$ cat src/rtl/lfs_pkg.sv
`default_nettype none
// ---------------------------------------------------------------------------
// lfs_pkg
// Shared types, register indexes, microcode and the curve table of the
// line follow steering block.
// ---------------------------------------------------------------------------
package lfs_pkg;

    localparam int SENSOR_COUNT  = 5;
    localparam int CURVE_ENTRIES = 50;
    localparam int CURVE_SIZE    = 61;
    localparam int SAMPLE_W      = 8;
    localparam int POS_W         = 7;
    localparam int SENSOR_IDX_W  = $clog2(SENSOR_COUNT);
    localparam int CURVE_IDX_W   = $clog2(CURVE_SIZE);
    localparam int QUOT_W        = $clog2(CURVE_SIZE / 5 + 1);
    localparam int PC_W          = 4;
    localparam int CFG_IDX_W     = 3;
    localparam int CENTRE_IDX    = 2;

    // configuration register indexes
    localparam logic [CFG_IDX_W-1:0] CFG_LINE_TH     = 3'd0;
    localparam logic [CFG_IDX_W-1:0] CFG_SIDE_TH     = 3'd1;
    localparam logic [CFG_IDX_W-1:0] CFG_GAIN_PROP   = 3'd2;
    localparam logic [CFG_IDX_W-1:0] CFG_GAIN_INTEG  = 3'd3;
    localparam logic [CFG_IDX_W-1:0] CFG_GAIN_DERIV  = 3'd4;
    localparam logic [CFG_IDX_W-1:0] CFG_SPEED_BASE  = 3'd5;
    localparam logic [CFG_IDX_W-1:0] CFG_SPEED_LIMIT = 3'd6;
    localparam logic [CFG_IDX_W-1:0] CFG_SPEED_BOOST = 3'd7;

    typedef struct packed {
        logic [SAMPLE_W-1:0] sample_far_left;
        logic [SAMPLE_W-1:0] sample_left;
        logic [SAMPLE_W-1:0] sample_centre;
        logic [SAMPLE_W-1:0] sample_right;
        logic [SAMPLE_W-1:0] sample_far_right;
    } in_t;

    typedef struct packed {
        logic [POS_W-1:0]  line_position;
        logic signed [7:0] turn_amount;
        logic [7:0]        left_speed;
        logic [7:0]        right_speed;
    } out_t;

    // datapath operations
    localparam logic [3:0] OP_NOP    = 4'd0;
    localparam logic [3:0] OP_LOAD   = 4'd1;
    localparam logic [3:0] OP_MIN    = 4'd2;
    localparam logic [3:0] OP_SELECT = 4'd3;
    localparam logic [3:0] OP_SCAN   = 4'd4;
    localparam logic [3:0] OP_POS    = 4'd5;
    localparam logic [3:0] OP_INTEG  = 4'd6;
    localparam logic [3:0] OP_MUL_P  = 4'd7;
    localparam logic [3:0] OP_MUL_I  = 4'd8;
    localparam logic [3:0] OP_MUL_D  = 4'd9;
    localparam logic [3:0] OP_SUM    = 4'd10;
    localparam logic [3:0] OP_TURN   = 4'd11;
    localparam logic [3:0] OP_OUT    = 4'd12;

    // sequencer conditions
    localparam logic [2:0] COND_NEXT        = 3'd0;
    localparam logic [2:0] COND_WAIT_IN     = 3'd1;
    localparam logic [2:0] COND_LOOP_SENSOR = 3'd2;
    localparam logic [2:0] COND_SKIP_FIT    = 3'd3;
    localparam logic [2:0] COND_LOOP_CURVE  = 3'd4;
    localparam logic [2:0] COND_WAIT_OUT    = 3'd5;
    localparam logic [2:0] COND_JUMP        = 3'd6;

    // program steps
    localparam logic [PC_W-1:0] STEP_LOAD   = 4'd0;
    localparam logic [PC_W-1:0] STEP_MIN    = 4'd1;
    localparam logic [PC_W-1:0] STEP_SELECT = 4'd2;
    localparam logic [PC_W-1:0] STEP_SCAN   = 4'd3;
    localparam logic [PC_W-1:0] STEP_POS    = 4'd4;
    localparam logic [PC_W-1:0] STEP_INTEG  = 4'd5;
    localparam logic [PC_W-1:0] STEP_MUL_P  = 4'd6;
    localparam logic [PC_W-1:0] STEP_MUL_I  = 4'd7;
    localparam logic [PC_W-1:0] STEP_MUL_D  = 4'd8;
    localparam logic [PC_W-1:0] STEP_SUM    = 4'd9;
    localparam logic [PC_W-1:0] STEP_TURN   = 4'd10;
    localparam logic [PC_W-1:0] STEP_OUT    = 4'd11;

    // fit modes chosen by the select step
    localparam logic [1:0] MODE_LOST  = 2'd0;
    localparam logic [1:0] MODE_LEFT  = 2'd1;
    localparam logic [1:0] MODE_RIGHT = 2'd2;
    localparam logic [1:0] MODE_NONE  = 2'd3;

    typedef struct packed {
        logic [3:0]      op;
        logic [2:0]      cond;
        logic [PC_W-1:0] target;
    } ctrl_word_t;

    function automatic ctrl_word_t microcode(input logic [PC_W-1:0] pc);
        ctrl_word_t w;
        case (pc)
            STEP_LOAD:   w = '{op: OP_LOAD,   cond: COND_WAIT_IN,     target: STEP_MIN};
            STEP_MIN:    w = '{op: OP_MIN,    cond: COND_LOOP_SENSOR, target: STEP_MIN};
            STEP_SELECT: w = '{op: OP_SELECT, cond: COND_SKIP_FIT,    target: STEP_POS};
            STEP_SCAN:   w = '{op: OP_SCAN,   cond: COND_LOOP_CURVE,  target: STEP_SCAN};
            STEP_POS:    w = '{op: OP_POS,    cond: COND_NEXT,        target: STEP_LOAD};
            STEP_INTEG:  w = '{op: OP_INTEG,  cond: COND_NEXT,        target: STEP_LOAD};
            STEP_MUL_P:  w = '{op: OP_MUL_P,  cond: COND_NEXT,        target: STEP_LOAD};
            STEP_MUL_I:  w = '{op: OP_MUL_I,  cond: COND_NEXT,        target: STEP_LOAD};
            STEP_MUL_D:  w = '{op: OP_MUL_D,  cond: COND_NEXT,        target: STEP_LOAD};
            STEP_SUM:    w = '{op: OP_SUM,    cond: COND_NEXT,        target: STEP_LOAD};
            STEP_TURN:   w = '{op: OP_TURN,   cond: COND_NEXT,        target: STEP_LOAD};
            STEP_OUT:    w = '{op: OP_OUT,    cond: COND_WAIT_OUT,    target: STEP_LOAD};
            default:     w = '{op: OP_NOP,    cond: COND_JUMP,        target: STEP_LOAD};
        endcase
        return w;
    endfunction

    localparam logic [7:0] CURVE_TAB [CURVE_SIZE] = '{
        8'd179, 8'd178, 8'd178, 8'd177, 8'd177, 8'd176, 8'd175, 8'd175, 8'd174,
        8'd173, 8'd172, 8'd171, 8'd170, 8'd169, 8'd168, 8'd167, 8'd165, 8'd163,
        8'd161, 8'd159, 8'd156, 8'd154, 8'd150, 8'd146, 8'd142, 8'd137, 8'd131,
        8'd125, 8'd118, 8'd110, 8'd102, 8'd94,  8'd86,  8'd79,  8'd73,  8'd67,
        8'd62,  8'd58,  8'd54,  8'd50,  8'd48,  8'd45,  8'd43,  8'd41,  8'd39,
        8'd37,  8'd36,  8'd35,  8'd34,  8'd33,  8'd32,  8'd31,  8'd30,  8'd29,
        8'd29,  8'd28,  8'd27,  8'd27,  8'd26,  8'd26,  8'd25
    };

endpackage
`default_nettype wire

$ cat src/rtl/line_follow_steering_top.sv
`default_nettype none
// ---------------------------------------------------------------------------
// line_follow_steering_top
// Line position estimate from five reflectance samples, PID steering and
// two clamped motor speeds, run by a small microcoded sequencer.
// ---------------------------------------------------------------------------
// One item at a time: a frame with the line seen and a usable neighbour runs
// 1 load, 4 darkest-sensor compares, 1 select, 50 curve-fit steps and 8
// position/PID/speed steps from its transfer to its result; a frame without
// a fit skips the curve-fit steps. The 50-entry curve scan takes one table
// entry per cycle; the PID terms share one 9x16 multiplier.
// A new frame is taken as soon as the previous result sits in the output
// register, even if it is still stalled. Configuration is always ready.
module line_follow_steering_top (
    input  wire logic         clk,
    input  wire logic         rst_n,
    input  wire logic         in_valid,
    output logic              in_stall,
    input  wire lfs_pkg::in_t in_data,
    output logic              out_valid,
    input  wire logic         out_stall,
    output lfs_pkg::out_t     out_data,
    input  wire logic         cfg_valid,
    output logic              cfg_ready,
    input  wire logic [2:0]   cfg_index,
    input  wire logic [7:0]   cfg_data
);
    import lfs_pkg::*;

    localparam logic [SENSOR_IDX_W-1:0] SENSOR_LAST = SENSOR_IDX_W'(SENSOR_COUNT - 1);
    localparam logic [CURVE_IDX_W-1:0]  CURVE_LAST  = CURVE_IDX_W'(CURVE_ENTRIES - 1);

    // configuration
    logic [7:0] line_th_reg, side_th_reg, gain_prop_reg, gain_integ_reg;
    logic [7:0] gain_deriv_reg, speed_base_reg, speed_limit_reg, speed_boost_reg;

    // sequencer
    logic [PC_W-1:0] pc_reg, pc_next;
    ctrl_word_t      cw;

    // persistent state
    logic [POS_W-1:0]   held_pos_reg, held_pos_next;
    logic signed [15:0] esum_reg, esum_next;
    logic signed [7:0]  prev_err_reg;

    // datapath
    logic [SAMPLE_W-1:0]     s_reg [SENSOR_COUNT];
    logic [SENSOR_IDX_W-1:0] sidx_reg, m_reg;
    logic [SAMPLE_W-1:0]     min_val_reg, prev_val_reg, left_val_reg, right_val_reg;
    logic                    want_right_reg;
    logic [1:0]              mode_reg, mode_next;
    logic [SAMPLE_W-1:0]     fit_a_reg, fit_b_reg, fit_a_next, fit_b_next;
    logic [CURVE_IDX_W-1:0]  scan_idx_reg;
    logic [QUOT_W-1:0]       idx_q_reg, best_q_reg;
    logic [2:0]              idx_r_reg;
    logic [9:0]              best_cost_reg;
    logic signed [7:0]       err_reg, err_next;
    logic signed [8:0]       deriv_reg, deriv_next;
    logic signed [24:0]      prod_reg, mul_w;
    logic signed [25:0]      acc_reg;
    logic signed [7:0]       turn_reg, turn_next;

    logic                out_valid_reg;
    out_t                out_data_reg, out_data_next;
    logic                in_accept, can_load;
    logic [SAMPLE_W-1:0] cur_sample;

    assign cw        = microcode(pc_reg);
    assign in_stall  = (pc_reg != STEP_LOAD);
    assign in_accept = in_valid && !in_stall;
    assign can_load  = !out_valid_reg || !out_stall;
    assign out_valid = out_valid_reg;
    assign out_data  = out_data_reg;
    assign cfg_ready = 1'b1;
    assign cur_sample = s_reg[sidx_reg];

    // neighbour choice for the fit
    always_comb
    begin
        mode_next  = MODE_NONE;
        fit_a_next = min_val_reg;
        fit_b_next = right_val_reg;
        if (!(min_val_reg < line_th_reg))
        begin
            mode_next = MODE_LOST;
        end
        else if (m_reg != '0 && left_val_reg < side_th_reg)
        begin
            mode_next  = MODE_LEFT;
            fit_a_next = left_val_reg;
            fit_b_next = min_val_reg;
        end
        else if (m_reg != SENSOR_LAST && right_val_reg < side_th_reg)
        begin
            mode_next = MODE_RIGHT;
        end
    end

    // curve fit cost for the current table entry
    logic [7:0] curve_c, curve_t, diff_a, diff_b;
    logic [9:0] cost;
    always_comb
    begin
        curve_c = CURVE_TAB[scan_idx_reg];
        curve_t = 8'd204 - curve_c;
        diff_a  = (fit_a_reg > curve_c) ? fit_a_reg - curve_c : curve_c - fit_a_reg;
        diff_b  = (fit_b_reg > curve_t) ? fit_b_reg - curve_t : curve_t - fit_b_reg;
        cost    = {2'b0, diff_a} + {2'b0, diff_b};
    end

    // position and error
    logic [7:0] m20, fit8, pos8;
    always_comb
    begin
        m20  = ({5'b0, m_reg} << 4) + ({5'b0, m_reg} << 2);
        fit8 = {{(8 - QUOT_W){1'b0}}, best_q_reg} + 8'd10;
        pos8 = {1'b0, held_pos_reg};
        case (mode_reg)
            MODE_LEFT:  pos8 = m20 - 8'd10 + fit8;
            MODE_RIGHT: pos8 = m20 + 8'd10 + fit8;
            MODE_NONE:  pos8 = m20 + 8'd10;
            default:
            begin
                if (held_pos_reg == 7'd10)
                    pos8 = 8'd0;
                else if (held_pos_reg == 7'd90)
                    pos8 = 8'd100;
            end
        endcase
        held_pos_next = pos8[POS_W-1:0];
        err_next      = 8'sd50 - $signed({1'b0, held_pos_next});
    end

    // integral with saturation, derivative
    logic [7:0]         err_mag;
    logic [1:0]         q_mag;
    logic signed [2:0]  q_val;
    logic signed [16:0] esum_wide;
    always_comb
    begin
        err_mag = err_reg[7] ? 8'(-err_reg) : err_reg;
        if (err_mag >= 8'd40)
            q_mag = 2'd2;
        else if (err_mag >= 8'd20)
            q_mag = 2'd1;
        else
            q_mag = 2'd0;
        q_val = err_reg[7] ? -$signed({1'b0, q_mag}) : $signed({1'b0, q_mag});
        esum_wide = {esum_reg[15], esum_reg} + {{14{q_val[2]}}, q_val};
        if (err_reg == 8'sd0)
            esum_next = '0;
        else if (esum_wide[16] != esum_wide[15])
            esum_next = esum_wide[16] ? 16'sh8000 : 16'sh7FFF;
        else
            esum_next = esum_wide[15:0];
        deriv_next = {err_reg[7], err_reg} - {prev_err_reg[7], prev_err_reg};
    end

    // shared multiplier
    logic signed [8:0]  mul_a;
    logic signed [15:0] mul_b;
    always_comb
    begin
        case (cw.op)
            OP_MUL_I:
            begin
                mul_a = $signed({1'b0, gain_integ_reg});
                mul_b = esum_reg;
            end
            OP_MUL_D:
            begin
                mul_a = $signed({1'b0, gain_deriv_reg});
                mul_b = {{7{deriv_reg[8]}}, deriv_reg};
            end
            default:
            begin
                mul_a = $signed({1'b0, gain_prop_reg});
                mul_b = {{8{err_reg[7]}}, err_reg};
            end
        endcase
        mul_w = mul_a * mul_b;
    end

    always_comb
    begin
        if (acc_reg > 26'sd127)
            turn_next = 8'sd127;
        else if (acc_reg < -26'sd127)
            turn_next = -8'sd127;
        else
            turn_next = acc_reg[7:0];
    end

    // motor speeds
    logic               boost;
    logic [8:0]         base9, lim9;
    logic [7:0]         lim8;
    logic signed [10:0] left11, right11, lim11;
    always_comb
    begin
        boost   = s_reg[CENTRE_IDX] < line_th_reg;
        base9   = {1'b0, speed_base_reg} + (boost ? {1'b0, speed_boost_reg} : 9'd0);
        lim9    = {1'b0, speed_limit_reg} + (boost ? {1'b0, speed_boost_reg} : 9'd0);
        lim8    = lim9[8] ? 8'hFF : lim9[7:0];
        lim11   = $signed({3'b0, lim8});
        left11  = $signed({2'b0, base9}) - {{3{turn_reg[7]}}, turn_reg};
        right11 = $signed({2'b0, base9}) + {{3{turn_reg[7]}}, turn_reg};
        out_data_next.line_position = held_pos_reg;
        out_data_next.turn_amount   = turn_reg;
        if (left11 < 11'sd0)
            out_data_next.left_speed = 8'd0;
        else if (left11 > lim11)
            out_data_next.left_speed = lim8;
        else
            out_data_next.left_speed = left11[7:0];
        if (right11 < 11'sd0)
            out_data_next.right_speed = 8'd0;
        else if (right11 > lim11)
            out_data_next.right_speed = lim8;
        else
            out_data_next.right_speed = right11[7:0];
    end

    // step counter
    always_comb
    begin
        case (cw.cond)
            COND_NEXT:        pc_next = pc_reg + 1'b1;
            COND_WAIT_IN:     pc_next = in_valid ? pc_reg + 1'b1 : pc_reg;
            COND_LOOP_SENSOR: pc_next = (sidx_reg != SENSOR_LAST) ? cw.target : pc_reg + 1'b1;
            COND_SKIP_FIT:    pc_next = (mode_next == MODE_LOST || mode_next == MODE_NONE)
                                        ? cw.target : pc_reg + 1'b1;
            COND_LOOP_CURVE:  pc_next = (scan_idx_reg != CURVE_LAST) ? cw.target
                                        : pc_reg + 1'b1;
            COND_WAIT_OUT:    pc_next = can_load ? cw.target : pc_reg;
            default:          pc_next = cw.target;
        endcase
    end

    // control and persistent state
    always_ff @(posedge clk or negedge rst_n)
    begin
        if (!rst_n)
        begin
            pc_reg          <= STEP_LOAD;
            out_valid_reg   <= 1'b0;
            held_pos_reg    <= '0;
            esum_reg        <= '0;
            prev_err_reg    <= '0;
            line_th_reg     <= 8'd100;
            side_th_reg     <= 8'd150;
            gain_prop_reg   <= 8'd2;
            gain_integ_reg  <= 8'd0;
            gain_deriv_reg  <= 8'd1;
            speed_base_reg  <= 8'd120;
            speed_limit_reg <= 8'd200;
            speed_boost_reg <= 8'd0;
        end
        else
        begin
            pc_reg <= pc_next;
            if (cw.op == OP_OUT && can_load)
                out_valid_reg <= 1'b1;
            else if (!out_stall)
                out_valid_reg <= 1'b0;
            if (cw.op == OP_POS)
                held_pos_reg <= held_pos_next;
            if (cw.op == OP_INTEG)
            begin
                esum_reg     <= esum_next;
                prev_err_reg <= err_reg;
            end
            if (cfg_valid)
            begin
                case (cfg_index)
                    CFG_LINE_TH:     line_th_reg     <= cfg_data;
                    CFG_SIDE_TH:     side_th_reg     <= cfg_data;
                    CFG_GAIN_PROP:   gain_prop_reg   <= cfg_data;
                    CFG_GAIN_INTEG:  gain_integ_reg  <= cfg_data;
                    CFG_GAIN_DERIV:  gain_deriv_reg  <= cfg_data;
                    CFG_SPEED_BASE:  speed_base_reg  <= cfg_data;
                    CFG_SPEED_LIMIT: speed_limit_reg <= cfg_data;
                    CFG_SPEED_BOOST: speed_boost_reg <= cfg_data;
                    default:         ;
                endcase
            end
        end
    end

    // datapath registers
    always_ff @(posedge clk)
    begin
        case (cw.op)
            OP_LOAD:
            begin
                if (in_accept)
                begin
                    s_reg[0]       <= in_data.sample_far_left;
                    s_reg[1]       <= in_data.sample_left;
                    s_reg[2]       <= in_data.sample_centre;
                    s_reg[3]       <= in_data.sample_right;
                    s_reg[4]       <= in_data.sample_far_right;
                    min_val_reg    <= in_data.sample_far_left;
                    prev_val_reg   <= in_data.sample_far_left;
                    m_reg          <= '0;
                    sidx_reg       <= SENSOR_IDX_W'(1);
                    want_right_reg <= 1'b1;
                end
            end
            OP_MIN:
            begin
                // right neighbour of the darkest so far is taken from the next sample compared
                if (want_right_reg)
                    right_val_reg <= cur_sample;
                if (cur_sample < min_val_reg)
                begin
                    m_reg          <= sidx_reg;
                    min_val_reg    <= cur_sample;
                    left_val_reg   <= prev_val_reg;
                    want_right_reg <= 1'b1;
                end
                else
                begin
                    want_right_reg <= 1'b0;
                end
                prev_val_reg <= cur_sample;
                sidx_reg     <= sidx_reg + 1'b1;
            end
            OP_SELECT:
            begin
                mode_reg      <= mode_next;
                fit_a_reg     <= fit_a_next;
                fit_b_reg     <= fit_b_next;
                scan_idx_reg  <= '0;
                idx_q_reg     <= '0;
                idx_r_reg     <= '0;
                best_cost_reg <= '1;
                best_q_reg    <= '0;
            end
            OP_SCAN:
            begin
                // first entry with the least cost wins
                if (cost < best_cost_reg)
                begin
                    best_cost_reg <= cost;
                    best_q_reg    <= idx_q_reg;
                end
                scan_idx_reg <= scan_idx_reg + 1'b1;
                if (idx_r_reg == 3'd4)
                begin
                    idx_r_reg <= '0;
                    idx_q_reg <= idx_q_reg + 1'b1;
                end
                else
                begin
                    idx_r_reg <= idx_r_reg + 1'b1;
                end
            end
            OP_POS:
            begin
                err_reg <= err_next;
            end
            OP_INTEG:
            begin
                deriv_reg <= deriv_next;
            end
            OP_MUL_P:
            begin
                prod_reg <= mul_w;
            end
            OP_MUL_I:
            begin
                acc_reg  <= {prod_reg[24], prod_reg};
                prod_reg <= mul_w;
            end
            OP_MUL_D:
            begin
                acc_reg  <= acc_reg + {prod_reg[24], prod_reg};
                prod_reg <= mul_w;
            end
            OP_SUM:
            begin
                acc_reg <= acc_reg + {prod_reg[24], prod_reg};
            end
            OP_TURN:
            begin
                turn_reg <= turn_next;
            end
            OP_OUT:
            begin
                if (can_load)
                    out_data_reg <= out_data_next;
            end
            default:
            begin
            end
        endcase
    end

`ifndef SYNTHESIS
    a_accept_starts_min: assert property (@(posedge clk) disable iff (!rst_n)
        in_accept |=> pc_reg == STEP_MIN)
        else $error("transfer did not start the darkest-sensor search");

    a_scan_in_range: assert property (@(posedge clk) disable iff (!rst_n)
        (pc_reg == STEP_SCAN) |-> (scan_idx_reg < CURVE_IDX_W'(CURVE_ENTRIES)))
        else $error("curve scan ran past the table");

    a_pos_range: assert property (@(posedge clk) disable iff (!rst_n)
        out_valid_reg |-> (out_data_reg.line_position <= 7'd100))
        else $error("line position out of range");

    a_turn_range: assert property (@(posedge clk) disable iff (!rst_n)
        out_valid_reg |-> (out_data_reg.turn_amount != -8'sd128))
        else $error("turn amount not saturated");
`endif

endmodule
`default_nettype wire

$ cat config.mk
export PLATFORM = sky130hd
export DESIGN_NAME = line_follow_steering_top
export DESIGN_NICKNAME = d
export VERILOG_FILES = /design/src/rtl/lfs_pkg.sv /design/src/rtl/line_follow_steering_top.sv
export SDC_FILE = /design/constraint.sdc
export NUM_CORES = 1
export LEC_CHECK = 0
export ABC_AREA = 1
export BUFFER_PORTS_ARGS = -buffer_cell sky130_fd_sc_hd__buf_2
export CORE_MARGIN = 5
export CORE_UTILIZATION = 57
export DETAILED_ROUTE_END_ITERATION = 10
export HOLD_SLACK_MARGIN = 0.15
export PLACE_DENSITY = 0.74
export SLEW_MARGIN = 20
export SYNTH_ARGS = -nofsm -noshare
export SYNTH_HDL_FRONTEND = slang
export SYNTH_SLANG_ARGS = --single-unit
$ cat constraint.sdc
create_clock -name clk -period 7.62 [get_ports clk]
set_input_delay 0 -clock clk [delete_from_list [all_inputs] [get_ports clk]]
set_output_delay 0 -clock clk [all_outputs]
set_load 0.05 [all_outputs]
==> results of run 1 <==
-- metal layers --
metal  GRT usage (%)  share of wire (%)
met1           38.92                 45
met2           42.39                 45
met3           4.509                7.3
met4           7.582                2.8
met5               0                  0
-- layout by cell type, fill, tap and decap left out, types with 13 or more instances in the layout --
master / n
nand2_1: 753
inv_1: 550
nor2_1: 329
ha_1: 268
o21ai_0: 239
edfxtp_1: 231
a21oi_1: 190
nand3_1: 136
fa_1: 115
dlygate4sd3_1: 110
buf_2: 87
dfrtp_1: 84
xor2_1: 79
xnor2_1: 44
clkbuf_16: 38
nand4_1: 29
nor3_1: 28
a31oi_1: 21
dfstp_2: 16
a22o_1: 14
nor4_1: 13
-- critical path, delay by kind of cell (launching register included) --
kind / cells / cell delay (ns)
xor gates and xnor gates: 2 / 0.34
buffers and inverters: 6 / 0.74
and+or+nand+nor: 18 / 2.13
AOI/OAI and AO/OA: 7 / 1.20
DFF: 1 / 0.47
adders and majority gates: 5 / 1.51
muxes: 1 / 0.24
-- worst min path at each step --
| stage | startpoint | end | slack, ns | depth (start not counted) |
|---|---|---|---|---|
| 2_1_floorplan | rst_n | esum_reg[0]$_DFFE_PN0N_ | -0.30 | 0 |
| 3_3_place_gp | rst_n | line_th_reg[7]$_DFFE_PN0P_ | 0.02 | 1 |
| 3_5_place_dp | rst_n | line_th_reg[7]$_DFFE_PN0P_ | 0.02 | 1 |
| 4_1_cts | in_data[38] | s_reg[0][6]$_DFFE_PP_ | 0.15 | 2 |
| 5_1_grt | in_data[38] | s_reg[0][6]$_DFFE_PP_ | 0.15 | 2 |
| 6_report | in_data[38] | s_reg[0][6]$_DFFE_PP_ | 0.17 | 2 |
-- through the flow --
step           area (µm²)  util (%)  cells  hold WS, ns
5_1_grt             30660     64.63   4172       0.1508
6_report            30660     64.63   4172       0.1723
3_5_place_dp        28200     59.43   3988      0.02465
2_1_floorplan       27180         -   3330      -0.2956
4_1_cts             30610     64.53   4169       0.1546
3_3_place_gp        28200     59.43   3988      0.02004
-- logic make-up (layout without fill, tap and decap cells) --
family	count (synthesis)	after routing
adder cells (fa/ha/maj)	383	383
XOR/XNOR	124	124
buffers and inverters	619	845
other	1	2
AO/OA/AOI/OAI	541	541
flip-flops	334	334
AND/OR/NAND/NOR	1324	1324
multiplexers	4	4
-- area by class of cell --
class,instances,area share [%]
Clock buffer,44,3.240
Tap cell,615,2.510
Multi-Input combinational cell,2377,49.82
Antenna cell,1,0.008161
Clock inverter,26,0.9875
Timing Repair Buffer,211,5.476
Sequential cell,334,31.05
Inverter,564,6.913
-- repair_timing --
action	CTS	global route
setup buffers	0	1
setup endpoints to repair	0	14
resized for setup	0	2
hold buffers	111	0
endpoints found under the hold margin	240	0
==> impl_metrics.json, run 1 <==
{
  "status": "finished, final reports clean",
  "synth_top_flop_cell": "edfxtp_1",
  "die_area_um2": 52150,
  "r2r_cells": 39,
  "hpwl_um": 53440,
  "setup_ws_ns": 0.6991,
  "via_per_inst": 5.560,
  "pin_count": 90,
  "ys_top_cells_by_count": "nand2_1 (755), inv_1 (550), nor2_1 (329), ha_1 (268), o21ai_0 (241)",
  "r2r_end": "best_cost_reg[2]$_SDFFCE_PP1P_",
  "endpoint_kind": "flop",
  "async_flop_share_pct": 29.94,
  "vias": 23200,
  "post_drt_wl_per_cell_um": 17.09,
  "max_freq_ghz": 0.1445,
  "drive_gt1_share_pct": 6.777,
  "finalNetCount": 3965,
  "synth.area.top_cells": "edfxtp_1 (26%), ha_1 (12%), nand2_1 (10%)",
  "grt_pass1_wl_um": 116200,
  "ys_seq_area_share_pct": 35.03,
  "multi_input_comb_area_um2": 15280,
  "synthSimpleGateAreaFrac_pct": 19.97,
  "synth.ff_latch_count": 334,
  "die_height_um": 228.4,
  "first_pass_iters": 8,
  "synth_top_family_by_area": "adder cells",
  "max-cap-violations": 0,
  "ys_warn_count": 0,
  "start_util_pct": 57.28,
  "fp.dieW_um": 228.4,
  "antenna_found_initial": 1,
  "fin_crit_sh_pct": 90.83,
  "crit_slowest_cell": "edfxtp_1",
  "rsz0062_at_grt": "false",
  "timing.rr.start": "scan_idx_reg[0]$_SDFFCE_PP0P_",
  "port_buffers": 88,
  "crit_type": "flop to flop",
  "synth-edff-count": 231,
  "reg2reg_slack_ns": 0.70,
  "h-tree-depth": 2,
  "path_common_cell": "nand2_1",
  "setup_viol": 0,
  "synthMuxAreaShare_pct": 0.1565,
  "syn_area_per_cell_um2": 8.161,
  "maxSlewViolCount": 0,
  "clk_pin_slew_ns": 0.07,
  "hold_path.class": "input pin to flop",
  "num_rows": 80,
  "drt-initial-drc-count": 2181,
  "fill_cells": 3938,
  "place.gp.congestion": 0.9572,
  "endpoint": "best_cost_reg[2]$_SDFFCE_PP1P_",
  "drc_errors": 0,
  "finalHoldViolations": 0,
  "grt_pass1_vias": 22460,
  "skew_ns": 0.03882,
  "arrival_ns": 7.19,
  "numCtsBuffers": 38,
  "wirelength_um": 71290,
  "netlist.top_cell.by_area": "edfxtp_1",
  "syn_inst": 3330,
  "regArea_um2": 9519,
  "synth_compound_area_share_pct": 11.12,
  "synth_xor_area_share_pct": 4.024,
  "synth_fa_ha_area_share_pct": 20.81,
  "synthDistinctLibCells": 62,
  "required_ns": 7.89,
  "cp_max_fo": 14,
  "overflow": 0,
  "clk_path_buf_depth": 3,
  "critPathLaunchType": "flop",
  "grt_usage_pct": 26.94,
  "synth.most_common_cell": "nand2_1",
  "fin_crit_ns": 6.921,
  "cts_tree": "built",
  "yosysTopAreaCellShare_pct": 25.52,
  "largest_reg_flops": 40,
  "critPathMaxStageDelay_ns": 0.47,
  "dp_slack_ns": 0.4012,
  "setup_tns_ns": 0,
  "clkSinkCount": 334,
  "area_growth_pct": 12.82,
  "grt_max_degree": 59,
  "tightest_slew_ns": 1.135,
  "root_buffer": "clkbuf_16",
  "synth_area_um2": 27180,
  "relSlewSlack_pct": 24.31,
  "coreArea_um2": 47450,
  "cp-startpoint": "scan_idx_reg[0]$_SDFFCE_PP0P_",
  "insertion_delay_ns": 0.59,
  "ant_nets": 0,
  "syn-num-nets": 3769
}
Power of run 1 is not shown: default switching activity piles up to over one toggle a cycle in this logic, so the estimate is an artifact.
==> inputs of run 2 (changes only) <==
--- a/config.mk
+++ b/config.mk
@@ -7,6 +7,7 @@
 export LEC_CHECK = 0
 export ABC_AREA = 1
 export BUFFER_PORTS_ARGS = -buffer_cell sky130_fd_sc_hd__buf_2
+export CORE_ASPECT_RATIO = 1.4
 export CORE_MARGIN = 5
 export CORE_UTILIZATION = 57
 export DETAILED_ROUTE_END_ITERATION = 10
==> run 2 against run 1 <==
Effect of this change:
- non-clock buffer count down 35
- global-route usage is 0.41 points lower
- hold slack gained 0.0036 ns
- maximum frequency is 0.62% lower
- first-iteration DRC count decreased by 34%
- critical endpoint is now best_cost_reg[0]$_SDFFCE_PP1P_
==> impl_metrics.json, run 2 (same netlist as run 1, synthesis figures left out) <==
{
  "status": "finished, final reports clean",
  "die_area_um2": 52210,
  "wirelength_um": 69980,
  "max_freq_ghz": 0.1436,
  "pin_count": 90,
  "vias": 22890,
  "clkSinkCount": 334,
  "root_buffer": "clkbuf_16",
  "via_per_inst": 5.528,
  "arrival_ns": 7.22,
  "area_growth_pct": 10.89,
  "mostFrequentLayoutCells": "nand2_1 (754), inv_1 (550), nor2_1 (329)",
  "fp.dieW_um": 194.5,
  "regArea_um2": 9519,
  "maxSlewViolCount": 0,
  "cts_tree": "built",
  "overflow": 0,
  "grt_max_degree": 60,
  "largest_reg_flops": 40,
  "fin_cells": 4141,
  "tightest_slew_ns": 1.131,
  "clk_pin_slew_ns": 0.07,
  "setup_ws_ns": 0.6559,
  "cp_max_fo": 13,
  "place.gp.congestion": 0.9257,
  "hpwl_um": 55010,
  "start_util_pct": 57.62,
  "coreArea_um2": 47160,
  "drt-initial-drc-count": 1449,
  "num_rows": 94,
  "fin_crit_sh_pct": 91.39,
  "skew_ns": 0.02517,
  "fin_util_pct": 63.90,
  "first_pass_iters": 7,
  "rsz0062_at_grt": "false",
  "finalHoldViolations": 0,
  "numCtsBuffers": 35,
  "relSlewSlack_pct": 24.34,
  "drc_errors": 0,
  "required_ns": 7.87,
  "crit_slowest_cell": "edfxtp_1",
  "endpoint_kind": "flop",
  "dp_slack_ns": 0.4035,
  "hold_path.class": "input pin to flop",
  "fin_crit_ns": 6.964,
  "port_buffers": 88,
  "multi_input_comb_area_um2": 15280,
  "dp.cells": 3999,
  "finalNetCount": 3927,
  "crit_type": "flop to flop",
  "layout_commonest_cell": "nand2_1",
  "die_height_um": 268.4,
  "grt_pass1_wl_um": 113900,
  "setup_viol": 0,
  "grt_usage_pct": 26.53,
  "critPathLaunchType": "flop",
  "max-cap-violations": 0,
  "grt_pass1_vias": 23150,
  "ant_nets": 0,
  "hold_depth": 2,
  "fill_cells": 3971,
  "clk_path_buf_depth": 3,
  "post_drt_wl_per_cell_um": 16.90,
  "r2r_cells": 38,
  "drive_gt1_share_pct": 6.686,
  "setup_tns_ns": 0,
  "insertion_delay_ns": 0.55,
  "h-tree-depth": 2,
  "critPathMaxStageDelay_ns": 0.46,
  "antenna_found_initial": 2
}
==> run 2: repair_timing <==
item / 4_1_cts / 5_1_grt
setup buffers: 0 / 1
hold endpoints to repair: 197 / 0
gates resized for setup: 0 / 3
hold buffers: 75 / 0
endpoints found under the setup margin: 0 / 14
==> run 2: cell type report <==
| class | instances | area share (%) |
|---|---|---|
| flip-flops and latches | 334 | 31.59 |
| well taps | 624 | 2.591 |
| diodes | 2 | 0.01661 |
| inverters | 564 | 7.033 |
| multi-input cells | 2377 | 50.69 |
| clock inverters | 24 | 0.6850 |
| repair buffers | 176 | 4.359 |
| clock buffers | 40 | 3.035 |
==> run 2: final timing paths <==
kind	slack (ns)	endpoint	startpoint
max	0.66	best_cost_reg[0]$_SDFFCE_PP1P_	scan_idx_reg[0]$_SDFFCE_PP0P_
min	0.18	s_reg[1][2]$_DFFE_PP_	in_data[26]
min reg2reg	0.42	left_val_reg[0]$_DFFE_PP_	prev_val_reg[0]$_DFFE_PP_
min in group asynchronous	0.62	line_th_reg[2]$_DFFE_PN1P_	rst_n
max in group asynchronous	6.20	pc_reg[3]$_DFFE_PN0P_	rst_n
max reg2reg	0.66	best_cost_reg[0]$_SDFFCE_PP1P_	scan_idx_reg[0]$_SDFFCE_PP0P_
==> run 2: metal layers <==
layer / vias up / wire length, µm / track usage (%)
li1: 11140 / - / -
met1: 10880 / 26780 / 31.10
met2: 682 / 36190 / 48.77
met3: 194 / 3387 / 2.746
met4: 0 / 3624 / 12.70
met5: - / 0 / 0
==> run 2: critical path: cells and delay by family (launching register included) <==
kind / cells / cell delay [ns]
and+or+nand+nor: 12 / 1.35
DFF: 1 / 0.46
buffers and inverters: 8 / 1.01
xor gates and xnor gates: 2 / 0.32
adders and majority gates: 5 / 1.55
AOI/OAI and AO/OA: 11 / 1.97
==> run 2: through the flow <==
stage                     area, µm²  hold slack (ns)
final                         30140           0.1759
after global placement        28220          0.03962
after floorplan               27180          -0.2956
after detailed placement      28220          0.04907
after global routing          30140           0.1556
after CTS                     30110           0.1552
Power of run 2 is left out for the same reason.
